--- config.mk ---
export PLATFORM = sky130hd
export DESIGN_NAME = log_chunk_reassembly_tracker
export DESIGN_NICKNAME = d
export VERILOG_FILES = /design/src/hw/rtl/lcrt_pkg.sv /design/src/hw/rtl/lcrt_front.sv /design/src/hw/rtl/lcrt_queue.sv /design/src/hw/rtl/lcrt_back.sv /design/src/hw/rtl/log_chunk_reassembly_tracker.sv
export SDC_FILE = /design/constraint.sdc
export NUM_CORES = 2
export LEC_CHECK = 0
export BUFFER_PORTS_ARGS = -buffer_cell sky130_fd_sc_hd__buf_2
export CAP_MARGIN = 30
export CORE_MARGIN = 2
export CORE_UTILIZATION = 52
export DETAILED_ROUTE_END_ITERATION = 16
export PLACE_DENSITY = 0.69
export SYNTH_ARGS = -nofsm -noshare
export SYNTH_HDL_FRONTEND = slang
export SYNTH_HIERARCHICAL = 1
export SYNTH_SLANG_ARGS = --single-unit
--- constraint.sdc ---
create_clock -name clock -period 12.6 [get_ports clock]
set_clock_uncertainty 0.05 [all_clocks]
set_input_delay 0.63 -clock clock [delete_from_list [all_inputs] [get_ports clock]]
set_output_delay 0.63 -clock clock [all_outputs]
set_load 0.03 [all_outputs]
--- src/hw/rtl/lcrt_pkg.sv ---
// ---------------------------------------------------------------------------
// lcrt_pkg
// Shared types, constants and helpers of the log chunk reassembly tracker.
// ---------------------------------------------------------------------------
package lcrt_pkg;

   localparam int BINS_PER_CHUNK = 512;
   localparam int BIN_BYTES      = 90;
   localparam int CHUNK_BYTES    = BINS_PER_CHUNK * BIN_BYTES;

   localparam int BIN_W    = $clog2(BINS_PER_CHUNK);
   localparam int NBIN_W   = BIN_W + 1;
   localparam int WORD_W   = 32;
   localparam int BITSEL_W = $clog2(WORD_W);
   localparam int WORDS    = BINS_PER_CHUNK / WORD_W;
   localparam int WADDR_W  = BIN_W - BITSEL_W;
   localparam int CHUNK_W  = 17;
   localparam int BASE_W   = 33;

   // reciprocals for division by the bin size
   localparam int RECIP_BIN_SH   = 22;
   localparam int RECIP_BIN      = (2 ** RECIP_BIN_SH + BIN_BYTES - 1) / BIN_BYTES;
   localparam int RECIP_CHUNK_SH = 30;
   localparam int RECIP_CHUNK    = (2 ** RECIP_CHUNK_SH + BIN_BYTES - 1) / BIN_BYTES;

   localparam logic [1:0] CMD_START  = 2'd0;
   localparam logic [1:0] CMD_DATA   = 2'd1;
   localparam logic [1:0] CMD_TICK   = 2'd2;
   localparam logic [1:0] CMD_UNUSED = 2'd3;

   localparam logic [2:0] ST_OK       = 3'd0;
   localparam logic [2:0] ST_BAD_ID   = 3'd1;
   localparam logic [2:0] ST_MISALIGN = 3'd2;
   localparam logic [2:0] ST_BAD_CHNK = 3'd3;
   localparam logic [2:0] ST_BEYOND   = 3'd4;
   localparam logic [2:0] ST_BIN_OOR  = 3'd5;
   localparam logic [2:0] ST_OTHER    = 3'd6;

   localparam logic [1:0] REG_LOG_SIZE = 2'd0;
   localparam logic [1:0] REG_LOG_ID   = 2'd1;
   localparam logic [1:0] REG_ID_BASE  = 2'd2;

   typedef struct packed {
      logic [1:0]         cmd;
      logic               id_bad;
      logic               misaligned;
      logic               beyond;
      logic [CHUNK_W-1:0] chunk;
      logic [BIN_W-1:0]   bin;
      logic [6:0]         count;
   } lcrt_item_type;

   typedef struct packed {
      logic [2:0]  status;
      logic        req_valid;
      logic [15:0] req_log_id;
      logic [31:0] req_offset;
      logic [15:0] req_length;
      logic [7:0]  req_retries;
      logic        done_res;
      logic [31:0] bytes_written;
   } lcrt_result_type;

   // index of the lowest set bit
   function automatic logic [BITSEL_W-1:0] lowest_set(input logic [WORD_W-1:0] v);
      logic [BITSEL_W-1:0] idx;
      idx = '0;
      for (int i = WORD_W - 1; i >= 0; i--) begin
         if (v[i]) begin
            idx = BITSEL_W'(i);
         end
      end
      return idx;
   endfunction

endpackage

--- src/hw/rtl/lcrt_front.sv ---
// ---------------------------------------------------------------------------
// lcrt_front
// Takes input words and classifies packets: id, alignment, size, chunk, bin.
// ---------------------------------------------------------------------------
module lcrt_front
   import lcrt_pkg::*;
(
   input  logic          clock,
   input  logic          reset,
   input  logic          in_valid,
   output logic          in_ready,
   input  logic [1:0]    in_cmd,
   input  logic [31:0]   in_offset,
   input  logic [15:0]   in_log_id,
   input  logic [6:0]    in_count,
   input  logic [31:0]   log_size,
   input  logic [15:0]   log_id,
   input  logic          id_base,
   output logic          out_valid,
   input  logic          out_ready,
   output lcrt_item_type out_item
);

   logic               busy_ff, busy_in;
   logic [2:0]         step_ff, step_in;
   logic [1:0]         cmd_ff;
   logic [31:0]        offs_ff;
   logic [15:0]        pid_ff;
   logic [6:0]         cnt_ff;
   logic [46:0]        p1_ff;
   logic [CHUNK_W-1:0] chunk_ff;
   logic [BASE_W-1:0]  p2_ff;
   logic [15:0]        r_ff;
   logic [31:0]        p3_ff;
   logic [31:0]        r_full;
   logic [BIN_W-1:0]   bin_w;
   logic               take;

   assign in_ready = !busy_ff;
   assign take     = in_valid && !busy_ff;
   assign out_valid = busy_ff && (step_ff == 3'd4);

   always_comb begin
      busy_in = busy_ff;
      step_in = step_ff;
      if (take) begin
         busy_in = 1'b1;
         step_in = '0;
      end else if (busy_ff) begin
         if (step_ff != 3'd4) begin
            step_in = step_ff + 3'd1;
         end else if (out_ready) begin
            busy_in = 1'b0;
         end
      end
   end

   always_ff @(posedge clock) begin
      if (reset) begin
         busy_ff <= 1'b0;
         step_ff <= '0;
      end else begin
         busy_ff <= busy_in;
         step_ff <= step_in;
      end
   end

   // offset / chunk size = (offset >> 9) / bin size, then bin and remainder
   assign r_full = offs_ff - p2_ff[31:0];
   assign bin_w  = p3_ff[RECIP_BIN_SH+BIN_W-1:RECIP_BIN_SH];

   always_ff @(posedge clock) begin
      if (take) begin
         cmd_ff  <= in_cmd;
         offs_ff <= in_offset;
         pid_ff  <= in_log_id;
         cnt_ff  <= in_count;
      end
      p1_ff    <= 47'(offs_ff[31:9]) * 47'(RECIP_CHUNK);
      chunk_ff <= p1_ff[RECIP_CHUNK_SH+CHUNK_W-1:RECIP_CHUNK_SH];
      p2_ff    <= BASE_W'(chunk_ff) * BASE_W'(CHUNK_BYTES);
      r_ff     <= r_full[15:0];
      p3_ff    <= 32'(r_full[15:0]) * 32'(RECIP_BIN);
   end

   always_comb begin
      out_item.cmd        = cmd_ff;
      out_item.id_bad     = (pid_ff - 16'(id_base)) != log_id;
      out_item.misaligned = r_ff != (16'(bin_w) * 16'(BIN_BYTES));
      out_item.beyond     = offs_ff > log_size;
      out_item.chunk      = chunk_ff;
      out_item.bin        = bin_w;
      out_item.count      = cnt_ff;
   end

endmodule

--- src/hw/rtl/lcrt_queue.sv ---
// ---------------------------------------------------------------------------
// lcrt_queue
// Two-entry queue of classified words between the front and the back.
// ---------------------------------------------------------------------------
module lcrt_queue
   import lcrt_pkg::*;
(
   input  logic          clock,
   input  logic          reset,
   input  logic          push_valid,
   output logic          push_ready,
   input  lcrt_item_type push_item,
   output logic          pop_valid,
   input  logic          pop_ready,
   output lcrt_item_type pop_item
);

   lcrt_item_type slot_ff [2];
   logic          wr_ptr_ff, rd_ptr_ff;
   logic [1:0]    fill_ff;
   logic          do_push, do_pop;

   assign push_ready = fill_ff != 2'd2;
   assign pop_valid  = fill_ff != 2'd0;
   assign pop_item   = slot_ff[rd_ptr_ff];
   assign do_push    = push_valid && push_ready;
   assign do_pop     = pop_valid && pop_ready;

   always_ff @(posedge clock) begin
      if (reset) begin
         wr_ptr_ff <= 1'b0;
         rd_ptr_ff <= 1'b0;
         fill_ff   <= '0;
      end else begin
         if (do_push) wr_ptr_ff <= !wr_ptr_ff;
         if (do_pop) rd_ptr_ff <= !rd_ptr_ff;
         fill_ff <= fill_ff + 2'(do_push) - 2'(do_pop);
      end
   end

   always_ff @(posedge clock) begin
      if (do_push) slot_ff[wr_ptr_ff] <= push_item;
   end

endmodule

--- src/hw/rtl/lcrt_back.sv ---
// ---------------------------------------------------------------------------
// lcrt_back
// Sequencer that owns the bin map, the chunk state and the request logic.
// ---------------------------------------------------------------------------
module lcrt_back
   import lcrt_pkg::*;
(
   input  logic            clock,
   input  logic            reset,
   input  logic            in_valid,
   output logic            in_ready,
   input  lcrt_item_type   in_item,
   input  logic [31:0]     log_size,
   input  logic [15:0]     log_id,
   input  logic            id_base,
   output logic            rsp_valid,
   input  logic            rsp_ready,
   output lcrt_result_type rsp
);

   localparam logic [2:0] S_IDLE  = 3'd0;
   localparam logic [2:0] S_MARK  = 3'd1;
   localparam logic [2:0] S_CHECK = 3'd2;
   localparam logic [2:0] S_GAP   = 3'd3;
   localparam logic [2:0] S_BINS  = 3'd4;
   localparam logic [2:0] S_SIZE  = 3'd5;
   localparam logic [2:0] S_SCAN  = 3'd6;
   localparam logic [2:0] S_OUT   = 3'd7;

   localparam logic [1:0] AFTER_START = 2'd0;
   localparam logic [1:0] AFTER_CHUNK = 2'd1;
   localparam logic [1:0] AFTER_SCAN  = 2'd2;

   logic [2:0]          state_ff, state_in;
   logic [1:0]          after_ff, after_in;
   lcrt_item_type       item_ff, item_in;
   logic [CHUNK_W-1:0]  chunk_index_ff, chunk_index_in;
   logic [BASE_W-1:0]   base_ff, base_in;
   logic [NBIN_W-1:0]   bins_ff, bins_in;
   logic [NBIN_W-1:0]   set_count_ff, set_count_in;
   logic [7:0]          retry_ff, retry_in;
   logic [31:0]         bytes_ff, bytes_in;
   logic                finished_ff, finished_in;
   logic [WORDS-1:0]    word_vld_ff, word_vld_in;
   logic [WADDR_W-1:0]  scan_w_ff, scan_w_in;
   logic                phase_ff, phase_in;
   logic [NBIN_W-1:0]   first_ff, first_in;
   logic [31:0]         prod_ff;
   logic                le_ff, big_ff;
   lcrt_result_type     res_ff, res_in;
   lcrt_result_type     out_ff;
   logic                out_valid_ff, out_valid_in;
   logic                out_load;

   logic [WORD_W-1:0]   mem_ff [WORDS];
   logic [WORD_W-1:0]   rd_data_ff;
   logic                rd_vld_ff;
   logic                rd_en, wr_en;
   logic [WADDR_W-1:0]  rd_addr, wr_addr;
   logic [WORD_W-1:0]   wr_data, rd_word;

   logic [BASE_W-1:0]   size_x, rem, next_base;
   logic [15:0]         req_id;
   logic                full, last_chunk, done_now;
   logic [NBIN_W-1:0]   bins_val, bin1;
   logic                in_range;
   logic [WORD_W-1:0]   end_m, a_v, b_all, b0, above;
   logic [BITSEL_W-1:0] fa, fb0, fb1;
   logic [NBIN_W-1:0]   scan_base, cur_first, last_val, last_fin;
   logic                found_a, last_hit;

   assign rd_word   = rd_vld_ff ? rd_data_ff : '0;
   assign size_x    = BASE_W'(log_size);
   assign rem       = size_x - base_ff;
   assign full      = set_count_ff == bins_ff;
   assign last_chunk = (base_ff < size_x) && (size_x <= base_ff + BASE_W'(CHUNK_BYTES));
   assign done_now  = full && last_chunk;
   assign next_base = (chunk_index_ff == '1) ? '0 : base_ff + BASE_W'(CHUNK_BYTES);
   assign req_id    = log_id + 16'(id_base);
   assign bins_val  = le_ff ? '0 :
                      big_ff ? NBIN_W'(BINS_PER_CHUNK) :
                      prod_ff[RECIP_BIN_SH+NBIN_W-1:RECIP_BIN_SH];
   assign in_range  = NBIN_W'(item_ff.bin) < bins_ff;
   assign bin1      = NBIN_W'(item_ff.bin) + NBIN_W'(1);

   // word-wise gap search: bins past the chunk's end stop both searches
   assign scan_base = {1'b0, scan_w_ff, BITSEL_W'(0)};
   always_comb begin
      for (int j = 0; j < WORD_W; j++) begin
         end_m[j] = (scan_base + NBIN_W'(j)) >= bins_ff;
      end
   end
   assign a_v     = ~rd_word | end_m;
   assign b_all   = rd_word | end_m;
   assign fa      = lowest_set(a_v);
   assign found_a = |a_v;
   // the gap's own bit counts only when it is the chunk's end
   assign above   = ~(WORD_W'((33'd1 << fa) - 33'd1));
   assign b0      = b_all & above;
   assign fb0     = lowest_set(b0);
   assign fb1     = lowest_set(b_all);
   assign cur_first = phase_ff ? first_ff :
                      found_a ? scan_base + NBIN_W'(fa) : NBIN_W'(BINS_PER_CHUNK);
   assign last_hit  = phase_ff ? |b_all : (found_a && |b0);
   assign last_val  = scan_base + NBIN_W'(phase_ff ? fb1 : fb0);
   assign last_fin  = last_hit ? last_val : NBIN_W'(BINS_PER_CHUNK);

   assign in_ready  = state_ff == S_IDLE;
   assign out_load  = (state_ff == S_OUT) && (!out_valid_ff || rsp_ready);
   assign rsp_valid = out_valid_ff;
   assign rsp       = out_ff;

   always_comb begin
      state_in       = state_ff;
      after_in       = after_ff;
      item_in        = item_ff;
      chunk_index_in = chunk_index_ff;
      base_in        = base_ff;
      bins_in        = bins_ff;
      set_count_in   = set_count_ff;
      retry_in       = retry_ff;
      bytes_in       = bytes_ff;
      finished_in    = finished_ff;
      word_vld_in    = word_vld_ff;
      scan_w_in      = scan_w_ff;
      phase_in       = phase_ff;
      first_in       = first_ff;
      res_in         = res_ff;
      rd_en          = 1'b0;
      rd_addr        = '0;
      wr_en          = 1'b0;
      wr_addr        = item_ff.bin[BIN_W-1:BITSEL_W];
      wr_data        = rd_word | (WORD_W'(1) << item_ff.bin[BITSEL_W-1:0]);
      out_valid_in   = out_valid_ff && !rsp_ready;

      unique case (state_ff)
         S_IDLE: begin
            if (in_valid) begin
               item_in = in_item;
               res_in  = '0;
               res_in.status = ST_OTHER;
               if (in_item.cmd == CMD_START) begin
                  word_vld_in    = '0;
                  chunk_index_in = '0;
                  base_in        = '0;
                  retry_in       = '0;
                  bytes_in       = '0;
                  set_count_in   = '0;
                  after_in       = AFTER_START;
                  state_in       = S_BINS;
               end else if (finished_ff || in_item.cmd == CMD_UNUSED) begin
                  state_in = S_OUT;
               end else if (in_item.cmd == CMD_TICK) begin
                  state_in = S_GAP;
               end else if (in_item.id_bad) begin
                  res_in.status = ST_BAD_ID;
                  state_in      = S_OUT;
               end else if (in_item.misaligned) begin
                  res_in.status = ST_MISALIGN;
                  state_in      = S_OUT;
               end else if (in_item.beyond) begin
                  res_in.status = ST_BEYOND;
                  state_in      = S_OUT;
               end else if (in_item.chunk != chunk_index_ff) begin
                  res_in.status = ST_BAD_CHNK;
                  state_in      = S_OUT;
               end else begin
                  res_in.status = (NBIN_W'(in_item.bin) < bins_ff) ? ST_OK : ST_BIN_OOR;
                  bytes_in = bytes_ff + 32'(in_item.count);
                  retry_in = '0;
                  rd_en    = 1'b1;
                  rd_addr  = in_item.bin[BIN_W-1:BITSEL_W];
                  state_in = S_MARK;
               end
            end
         end
         S_MARK: begin
            if (in_range && !rd_word[item_ff.bin[BITSEL_W-1:0]]) begin
               wr_en = 1'b1;
               word_vld_in[item_ff.bin[BIN_W-1:BITSEL_W]] = 1'b1;
               set_count_in = set_count_ff + NBIN_W'(1);
            end
            // following bin; its bit is untouched by the write above
            rd_en    = 1'b1;
            rd_addr  = bin1[BIN_W-1:BITSEL_W];
            state_in = S_CHECK;
         end
         S_CHECK: begin
            if (done_now) begin
               finished_in = 1'b1;
               state_in    = S_OUT;
            end else if (full) begin
               chunk_index_in = chunk_index_ff + CHUNK_W'(1);
               base_in        = next_base;
               word_vld_in    = '0;
               set_count_in   = '0;
               after_in       = AFTER_CHUNK;
               state_in       = S_BINS;
            end else if ((bin1 < bins_ff) && rd_word[bin1[BITSEL_W-1:0]]) begin
               state_in = S_GAP;
            end else begin
               state_in = S_OUT;
            end
         end
         S_GAP: begin
            if (done_now) begin
               finished_in = 1'b1;
               state_in    = S_OUT;
            end else if (full) begin
               chunk_index_in = chunk_index_ff + CHUNK_W'(1);
               base_in        = next_base;
               word_vld_in    = '0;
               set_count_in   = '0;
               after_in       = AFTER_SCAN;
               state_in       = S_BINS;
            end else begin
               retry_in  = (retry_ff != 8'hFF) ? retry_ff + 8'd1 : retry_ff;
               rd_en     = 1'b1;
               scan_w_in = '0;
               phase_in  = 1'b0;
               state_in  = S_SCAN;
            end
         end
         S_BINS: begin
            state_in = S_SIZE;
         end
         S_SIZE: begin
            bins_in  = bins_val;
            state_in = S_OUT;
            unique case (after_ff)
               AFTER_START: begin
                  if (log_size == '0) begin
                     finished_in = 1'b1;
                  end else begin
                     finished_in       = 1'b0;
                     res_in.req_valid  = 1'b1;
                     res_in.req_log_id = req_id;
                     res_in.req_offset = '0;
                     res_in.req_length = 16'(32'(bins_val) * 32'(BIN_BYTES));
                  end
               end
               AFTER_CHUNK: begin
                  res_in.req_valid  = 1'b1;
                  res_in.req_log_id = req_id;
                  res_in.req_offset = base_ff[31:0];
                  res_in.req_length = 16'(32'(bins_val) * 32'(BIN_BYTES));
               end
               AFTER_SCAN: begin
                  retry_in  = (retry_ff != 8'hFF) ? retry_ff + 8'd1 : retry_ff;
                  rd_en     = 1'b1;
                  scan_w_in = '0;
                  phase_in  = 1'b0;
                  state_in  = S_SCAN;
               end
               default: begin
                  state_in = S_OUT;
               end
            endcase
         end
         S_SCAN: begin
            if (last_hit || scan_w_ff == WADDR_W'(WORDS - 1)) begin
               res_in.req_valid   = 1'b1;
               res_in.req_log_id  = req_id;
               res_in.req_offset  = base_ff[31:0] + 32'(cur_first) * 32'(BIN_BYTES);
               res_in.req_length  = 16'(32'(last_fin - cur_first) * 32'(BIN_BYTES));
               res_in.req_retries = retry_ff;
               state_in           = S_OUT;
            end else begin
               phase_in  = phase_ff | found_a;
               first_in  = cur_first;
               scan_w_in = scan_w_ff + WADDR_W'(1);
               rd_en     = 1'b1;
               rd_addr   = scan_w_ff + WADDR_W'(1);
            end
         end
         S_OUT: begin
            if (out_load) begin
               out_valid_in = 1'b1;
               state_in     = S_IDLE;
            end
         end
         default: begin
            state_in = S_IDLE;
         end
      endcase
   end

   always_ff @(posedge clock) begin
      if (reset) begin
         state_ff       <= S_IDLE;
         after_ff       <= AFTER_START;
         chunk_index_ff <= '0;
         base_ff        <= '0;
         bins_ff        <= '0;
         set_count_ff   <= '0;
         retry_ff       <= '0;
         bytes_ff       <= '0;
         finished_ff    <= 1'b1;
         word_vld_ff    <= '0;
         out_valid_ff   <= 1'b0;
         scan_w_ff      <= '0;
         phase_ff       <= 1'b0;
      end else begin
         state_ff       <= state_in;
         after_ff       <= after_in;
         chunk_index_ff <= chunk_index_in;
         base_ff        <= base_in;
         bins_ff        <= bins_in;
         set_count_ff   <= set_count_in;
         retry_ff       <= retry_in;
         bytes_ff       <= bytes_in;
         finished_ff    <= finished_in;
         word_vld_ff    <= word_vld_in;
         out_valid_ff   <= out_valid_in;
         scan_w_ff      <= scan_w_in;
         phase_ff       <= phase_in;
      end
   end

   always_ff @(posedge clock) begin
      item_ff  <= item_in;
      first_ff <= first_in;
      res_ff   <= res_in;
      // bins of the chunk: ceil(remaining / bin size) via reciprocal
      prod_ff  <= 32'(rem[15:0] + 16'(BIN_BYTES - 1)) * 32'(RECIP_BIN);
      le_ff    <= size_x <= base_ff;
      big_ff   <= rem >= BASE_W'(CHUNK_BYTES);
      if (out_load) begin
         out_ff               <= res_ff;
         out_ff.done_res      <= finished_ff;
         out_ff.bytes_written <= bytes_ff;
      end
   end

   // bin map words, registered read; the flag is the one the old contents belong to
   always_ff @(posedge clock) begin
      if (wr_en) mem_ff[wr_addr] <= wr_data;
      if (rd_en) begin
         rd_data_ff <= mem_ff[rd_addr];
         rd_vld_ff  <= word_vld_ff[rd_addr];
      end
   end

endmodule

--- src/hw/rtl/log_chunk_reassembly_tracker.sv ---
// ---------------------------------------------------------------------------
// log_chunk_reassembly_tracker
// Receive-side bin map tracker for a chunked log transfer with gap requests.
// ---------------------------------------------------------------------------
// flow: the front classifies a word, the two-entry queue holds it, then the sequencer
// handles it; the front takes no new word until the last has left it, and the sequencer
// takes none until its result is loaded for output; its gap search reads the 512-bin map
// one 32-bit word per cycle
// reset: synchronous; clears control state, marks every bin map word empty
// through per-word flags, so no clearing pass is needed
module log_chunk_reassembly_tracker
   import lcrt_pkg::*;
(
   input  logic         clock,
   input  logic         reset,
   input  logic         req_tvalid,
   output logic         req_tready,
   input  logic [55:0]  req_tdata,   // pkt_offset[31:0], pkt_log_id[47:32], pkt_count[54:48]
   input  logic [1:0]   req_tuser,   // cmd[1:0]
   output logic         rsp_tvalid,
   input  logic         rsp_tready,
   output logic [111:0] rsp_tdata,   // req_valid[0], req_log_id[16:1], req_offset[48:17],
                                     // req_length[64:49], req_retries[72:65],
                                     // done_res[73], bytes_written[105:74]
   output logic [2:0]   rsp_tuser,   // status[2:0]
   input  logic         csr_psel,
   input  logic         csr_penable,
   input  logic         csr_pwrite,
   input  logic [3:0]   csr_paddr,
   input  logic [31:0]  csr_pwdata,
   output logic [31:0]  csr_prdata,
   output logic         csr_pready
);

   logic [31:0]     log_size_ff;
   logic [15:0]     log_id_ff;
   logic            id_base_ff;
   logic            csr_wr;
   logic            f_valid, f_ready, q_valid, q_ready;
   lcrt_item_type   f_item, q_item;
   lcrt_result_type rsp_res;

   assign csr_pready = 1'b1;
   assign csr_wr     = csr_psel && csr_penable && csr_pwrite && csr_pready;

   always_ff @(posedge clock) begin
      if (reset) begin
         log_size_ff <= '0;
         log_id_ff   <= '0;
         id_base_ff  <= 1'b0;
      end else if (csr_wr) begin
         if (csr_paddr[3:2] == REG_LOG_SIZE) log_size_ff <= csr_pwdata;
         if (csr_paddr[3:2] == REG_LOG_ID) log_id_ff <= csr_pwdata[15:0];
         if (csr_paddr[3:2] == REG_ID_BASE) id_base_ff <= csr_pwdata[0];
      end
   end

   always_comb begin
      unique case (csr_paddr[3:2])
         REG_LOG_SIZE: csr_prdata = log_size_ff;
         REG_LOG_ID:   csr_prdata = 32'(log_id_ff);
         REG_ID_BASE:  csr_prdata = 32'(id_base_ff);
         default:      csr_prdata = '0;
      endcase
   end

   lcrt_front u_front (
      .clock     (clock),
      .reset     (reset),
      .in_valid  (req_tvalid),
      .in_ready  (req_tready),
      .in_cmd    (req_tuser),
      .in_offset (req_tdata[31:0]),
      .in_log_id (req_tdata[47:32]),
      .in_count  (req_tdata[54:48]),
      .log_size  (log_size_ff),
      .log_id    (log_id_ff),
      .id_base   (id_base_ff),
      .out_valid (f_valid),
      .out_ready (f_ready),
      .out_item  (f_item)
   );

   lcrt_queue u_queue (
      .clock      (clock),
      .reset      (reset),
      .push_valid (f_valid),
      .push_ready (f_ready),
      .push_item  (f_item),
      .pop_valid  (q_valid),
      .pop_ready  (q_ready),
      .pop_item   (q_item)
   );

   lcrt_back u_back (
      .clock     (clock),
      .reset     (reset),
      .in_valid  (q_valid),
      .in_ready  (q_ready),
      .in_item   (q_item),
      .log_size  (log_size_ff),
      .log_id    (log_id_ff),
      .id_base   (id_base_ff),
      .rsp_valid (rsp_tvalid),
      .rsp_ready (rsp_tready),
      .rsp       (rsp_res)
   );

   assign rsp_tuser = rsp_res.status;
   assign rsp_tdata = {6'b0, rsp_res.bytes_written, rsp_res.done_res, rsp_res.req_retries,
                       rsp_res.req_length, rsp_res.req_offset, rsp_res.req_log_id,
                       rsp_res.req_valid};

   // a request never goes out together with completion
   a_req_not_done: assert property (@(posedge clock) disable iff (reset)
      rsp_tvalid && rsp_res.req_valid |-> !rsp_res.done_res)
      else $error("request issued while complete");

   // rejected packets never carry a request
   a_req_status: assert property (@(posedge clock) disable iff (reset)
      rsp_tvalid && rsp_res.req_valid |->
         (rsp_res.status == ST_OK || rsp_res.status == ST_BIN_OOR ||
          rsp_res.status == ST_OTHER))
      else $error("request on a rejected word");

   // a request never spans more than one chunk
   a_req_len: assert property (@(posedge clock) disable iff (reset)
      rsp_tvalid && rsp_res.req_valid |-> rsp_res.req_length <= 16'(CHUNK_BYTES))
      else $error("request longer than a chunk");

endmodule

* Word-level counts from Yosys, hierarchy flattened
Memories as Yosys holds them, arrays and structs flattened. A register that Yosys moved wholly into a read port is not among the register bits.
Index checks and enable logic that the tools add are counted.
** Word-level totals
- Flip-flop bits (word level) :: 604
- Output and inout bits :: 150
- Memories kept :: 2
- RAM bits :: 588
- Logic and storage cells :: 521
- Input port bits :: 101
** Memories
- u_back.mem_ff :: words 16, bits a word 32, rd ports 1, clocked after Yosys merged registers in 1, wr ports 1, line lcrt_back.sv:55 : logic [WORD_W-1:0] mem_ff [WORDS];
- u_queue.slot_ff :: words 2, bits a word 38, rd ports 1, clocked after Yosys merged registers in 1, wr ports 1, line lcrt_queue.sv:18 : lcrt_item_type slot_ff [2];
** Operators by class
- Multipliers :: 8
- Bitwise operators :: 9
- Reductions and logical operators :: 59
- Shift operators :: 2
- Eq/ne operators :: 53
- Order comparisons :: 45
- Add/sub/neg operators :: 51
- Multiplexer cells :: 242
** Operators by type and width (number)
- $mux W5 :: 97
- $ge A10 B10 Y1 :: 31
- $mux W32 :: 8
- $pmux W65 S3 :: 1
- $mux W33 :: 5
- $add A9 B5 Y10 const B :: 16
- $pmux W65 S2 :: 1
- $mux W106 :: 1
- $mux W10 :: 10
- $mux W8 :: 12
- $or A32 B32 Y32 :: 3
- $pmux W32 S3 :: 1
- $reduce_or A32 Y1 :: 3
- $add A9 B4 Y10 const B :: 8
- $mux W16 :: 5
- $mux W73 :: 1
- $mux W17 :: 4
- $le A32 B33 Y1 :: 2
- $pmux W33 S2 :: 1
- $mux W65 :: 1
- $not A32 Y32 :: 2
- $shl A1 B5 Y32 const A :: 2
- $mux W3 :: 19
- $mux W4 :: 13
- other kinds (91) :: 222

* Logic depth before layout (Yosys ltp)
- Depth after elaboration :: 78
- Depth in mapped cells :: 53

* By module
The synthesis kept the hierarchy.
** By module, submodules not included
- lcrt_back :: cells each 4479, sequential area each 25234.2 µm², instances 1, area an instance 50186.9 µm²
- lcrt_front :: cells each 1532, sequential area each 3093.0 µm², instances 1, area an instance 16166.8 µm²
- lcrt_queue :: cells each 147, sequential area each 2382.3 µm², instances 1, area an instance 3093.0 µm²
- log_chunk_reassembly_tracker :: cells each 262, sequential area each 980.9 µm², instances 1, area an instance 2563.7 µm²

* Worst setup path after synthesis
Ideal clock, no wire load.
- Path kind :: reg2reg
- Start :: reg u_back.bins_ff[7]
- End :: reg u_back/res_ff[56] (netlist bit) (data pin)
- Stages on the path, launching flop included :: 50
- Clock period less this slack :: 9.883 ns
- Path slack :: 2.717 ns
- Buffers on the path :: 1
- Required time :: 12.279 ns
- Arrival time :: 9.562 ns
- Cells stage by stage :: dfxtp_1 > inv_1 > ha_1 > a211o_1 > a22o_1 > buf_2 > nor3_1 > nand2_1 > or4_1 > a211oi_1 > or3_1 > a21oi_1 > nand2_1 > ha_1 > nand2_1 > a311oi_2 > and3b_1 > mux2i_1 > [... 14 more ...] > a21oi_1 > xnor2_1 > ha_1 > inv_1 > fa_1 > fa_1 > inv_1 > ha_1 > a21oi_1 > nor2_1 > nor2_1 > o21bai_1 > a21oi_1 > o21bai_1 > a21oi_1 > xnor2_1 > xnor2_1 > o22ai_1
** RTL lines
- from (decl) :: line lcrt_back.sv:39 : logic [NBIN_W-1:0] bins_ff, bins_in;
- from (signal assigned) :: line lcrt_back.sv:308 : bins_ff <= bins_in;
- to (signal assigned) :: line lcrt_back.sv:323 : res_ff <= res_in;
- to (decl) :: line lcrt_back.sv:50 : lcrt_result_type res_ff, res_in;

==> reports/results.ini <==
[die]
die_h_um=376
core_area_um2=137000
die_x_um=376
pin_count=251
dieArea_um2=141000
rows=136
initial_core_util=0.524

[logic_synthesis]
ys_warn_count=6
synth.distinct_cells=114
syn_avg_cell_area_um2=11.2
synth_top_area_frac=0.367
netlist_area_um2=72000
synth_edf_count=880
synth_cells=6420
synth_ff_type=edfxtp_1
ys_seq_area_frac=0.440
ys_top_cells_by_count=880 x edfxtp_1, 713 x inv_1, 700 x ha_1
synth_most_common_cell=edfxtp_1
yosys.area.top_type=edfxtp_1
synth_area_leaders=edfxtp_1 37%, ha_1 12%, fa_1 8.3%, dfxtp_1 7.3%, inv_1 3.7%
synth_async_sr_flop_share=0
ys_ff_latch=1143

[timing]
finalSetupTns_ns=0
fin_ws_ns=0.935
fmax_mhz=85.7
maxSlewViolCount=0
rsz0062_at_grt=no
hold_viol=0
worst_pin_slew_ns=1.15
post-route-period-util=0.926
relSlewSlack=0.226
setup_viol=0
fin_crit_ns=11.67

[global_routing]
grt_pass1_wl_um=307000
grt_antenna_before_repair=7
grt_max_degree=107
gr-total-overflow=0
grt_pass1_vias=51300
grt_use_total=0.283

[routing]
dr_total_vias=51900
drc_errors=0
viasPerCell=6.04
drtPass1Iterations=9
dr.first_iter.drc_count=5517
wl_um=202000
wire_per_inst_um=23.5
ant_nets=0

[critical_path]
critical_path_arrival_ns=12.08
cp-end-kind=flop
cpMaxStageDelayCell=o311ai_0
critPathMaxStageDelay_ns=0.68
crit_required_ns=13.01
worstSetupPathType=flop to flop
cpMostUsedCell=a21oi_1
startpoint_type=flop
critPathMaxFanout=26

[clocking]
cts-root-buf=clkbuf_16
clkLatencyLatePin_ns=0.78
htreeDepth=3
cts_buffers=120
clockBufferDepth=3
path_clk_slew_ns=0.06
cts.sink_count=1143
cts_tree=done

[placement]
dp_worst_setup_slack_ns=0.830
port_buffers=239
gp_congestion=0.987
place_hpwl_um=144000

[power_and_ir_drop]
leakage_uw=0.0327
p_sw_uw=9090
sw_frac_of_total=0.419
power.density_nw_per_um2=270
p_int_uw=12600
peakVddDrop_uv=1080
combPwrFrac=0.598
sequentialPowerShare=0.227
clkPwrFrac=0.174

[run]
cap_violations=0

[layout]
nNetsFinal=7781
fillers=11200
area_growth_pct=11.4
drive_gt1_frac=0.105
final-seq-area_um2=31700
multi_input_area_um2=36700

[hold_path]
hold_path_class=primary input to flop

[status]
status=finished clean

sequential cells by signal (all words and copies together), names as in the netlist, 23 cells and up, named ones only:
signal,count
u_back/bytes_ff,32
u_queue/slot_ff,76
u_front/offs_ff,32
log_size_ff,32
u_back/rsp,108
u_back/mem_ff,512
u_back/res_ff,75
u_back/rd_data_ff,32
u_back/base_ff,23
through the flow:
stage | cells | hold WS [ns] | total power, uW | cell area (um^2) | util
2_1_floorplan | 6428 | 0.260 | 14800 | 72000 | -
3_3_place_gp | 8294 | 0.260 | 17500 | 75300 | 0.548
4_1_cts | 8580 | 0.0174 | 21800 | 80200 | 0.583
5_1_grt | 8583 | 0.0522 | 23700 | 80200 | 0.583
3_5_place_dp | 8301 | 0.262 | 17800 | 75400 | 0.548
6_report | 8586 | 0.0792 | 21700 | 80200 | 0.584
power by group through the flow:
stage / combinational, uW / sequential (uW) / clock (uW)
floorplan: 9900 / 4870 / 0
global placement: 12500 / 4990 / 0
detailed placement: 12800 / 5000 / 0
CTS: 13000 / 4920 / 3830
global route: 14800 / 4940 / 3980
finish: 13000 / 4920 / 3780
repair_timing:
action                     in CTS  in global routing
buffers inserted                0                  0
resized for setup               0                  2
setup endpoints to repair       0                  1
hold buffers                   52                  0
hold endpoints to repair       52                  0
worst paths after layout:
| path | end | start | depth (start not counted) | slack, ns |
|---|---|---|---|---|
| setup / recovery | u_back/res_ff[56] | u_back/bins_ff[5] | 48 | 0.93 |
| hold reg to reg | u_front/chunk_ff[13] | u_front/p1_ff[43] | 0 | 0.26 |
| setup reg to reg | u_back/res_ff[56] | u_back/bins_ff[5] | 48 | 0.93 |
| hold / removal | u_front/cnt_ff[0] | req_tdata[48] | 1 | 0.08 |
worst max-delay path: cells and delay by family, from the launching register on:
family	cells	cell delay (ns)
fa+ha+maj	8	2.83
compound gates	22	4.67
mux	1	0.31
flops	1	0.41
simple gates	10	2.25
xor+xnor	3	0.49
buf+inv	4	0.34
per-layer routing:
layer	wire, um	vias up	track usage
met2	93400	2204	0.452
met5	25	-	0
li1	-	23700	-
met4	7930	4	0.113
met3	15700	403	0.0421
met1	84800	25500	0.388
cell usage in the layout, fill, tap and decap left out, types with 131 or more instances in the layout:
cell       synthesis  routed
inv_1            713     713
mux2i_1          147     147
edfxtp_1         880     880
a2111oi_0        131     131
dfxtp_1          263     262
o21ai_0          293     291
xnor2_1          193     193
ha_1             700     700
fa_1             298     298
nand3_1          164     162
a21oi_1          312     311
nor2_1           331     317
nand2_1          350     350
buf_2             32     238
cell type report:
class,instances,share of cell area
clock buffers,143,0.0390
flip-flops and latches,1143,0.395
well taps,1794,0.0280
repair buffers,400,0.0333
multi-input cells,4303,0.457
inverters,714,0.0334
diodes,5,0.000156
clock inverters,84,0.0140
kinds of logic (layout without fill, tap and decap cells):
kind of cell / Yosys count / after routing / share of synthesized area
simple gates: 1435 / 1435 / 0.101
compound gates: 1320 / 1320 / 0.123
flops: 1143 / 1143 / 0.440
fa+ha+maj: 999 / 999 / 0.205
buf+inv: 982 / 1341 / 0.0545
xor+xnor: 300 / 300 / 0.0365
mux: 237 / 237 / 0.0399
other cells: 4 / 17 / 0.000208
Power figures use the tool's default switching activity.
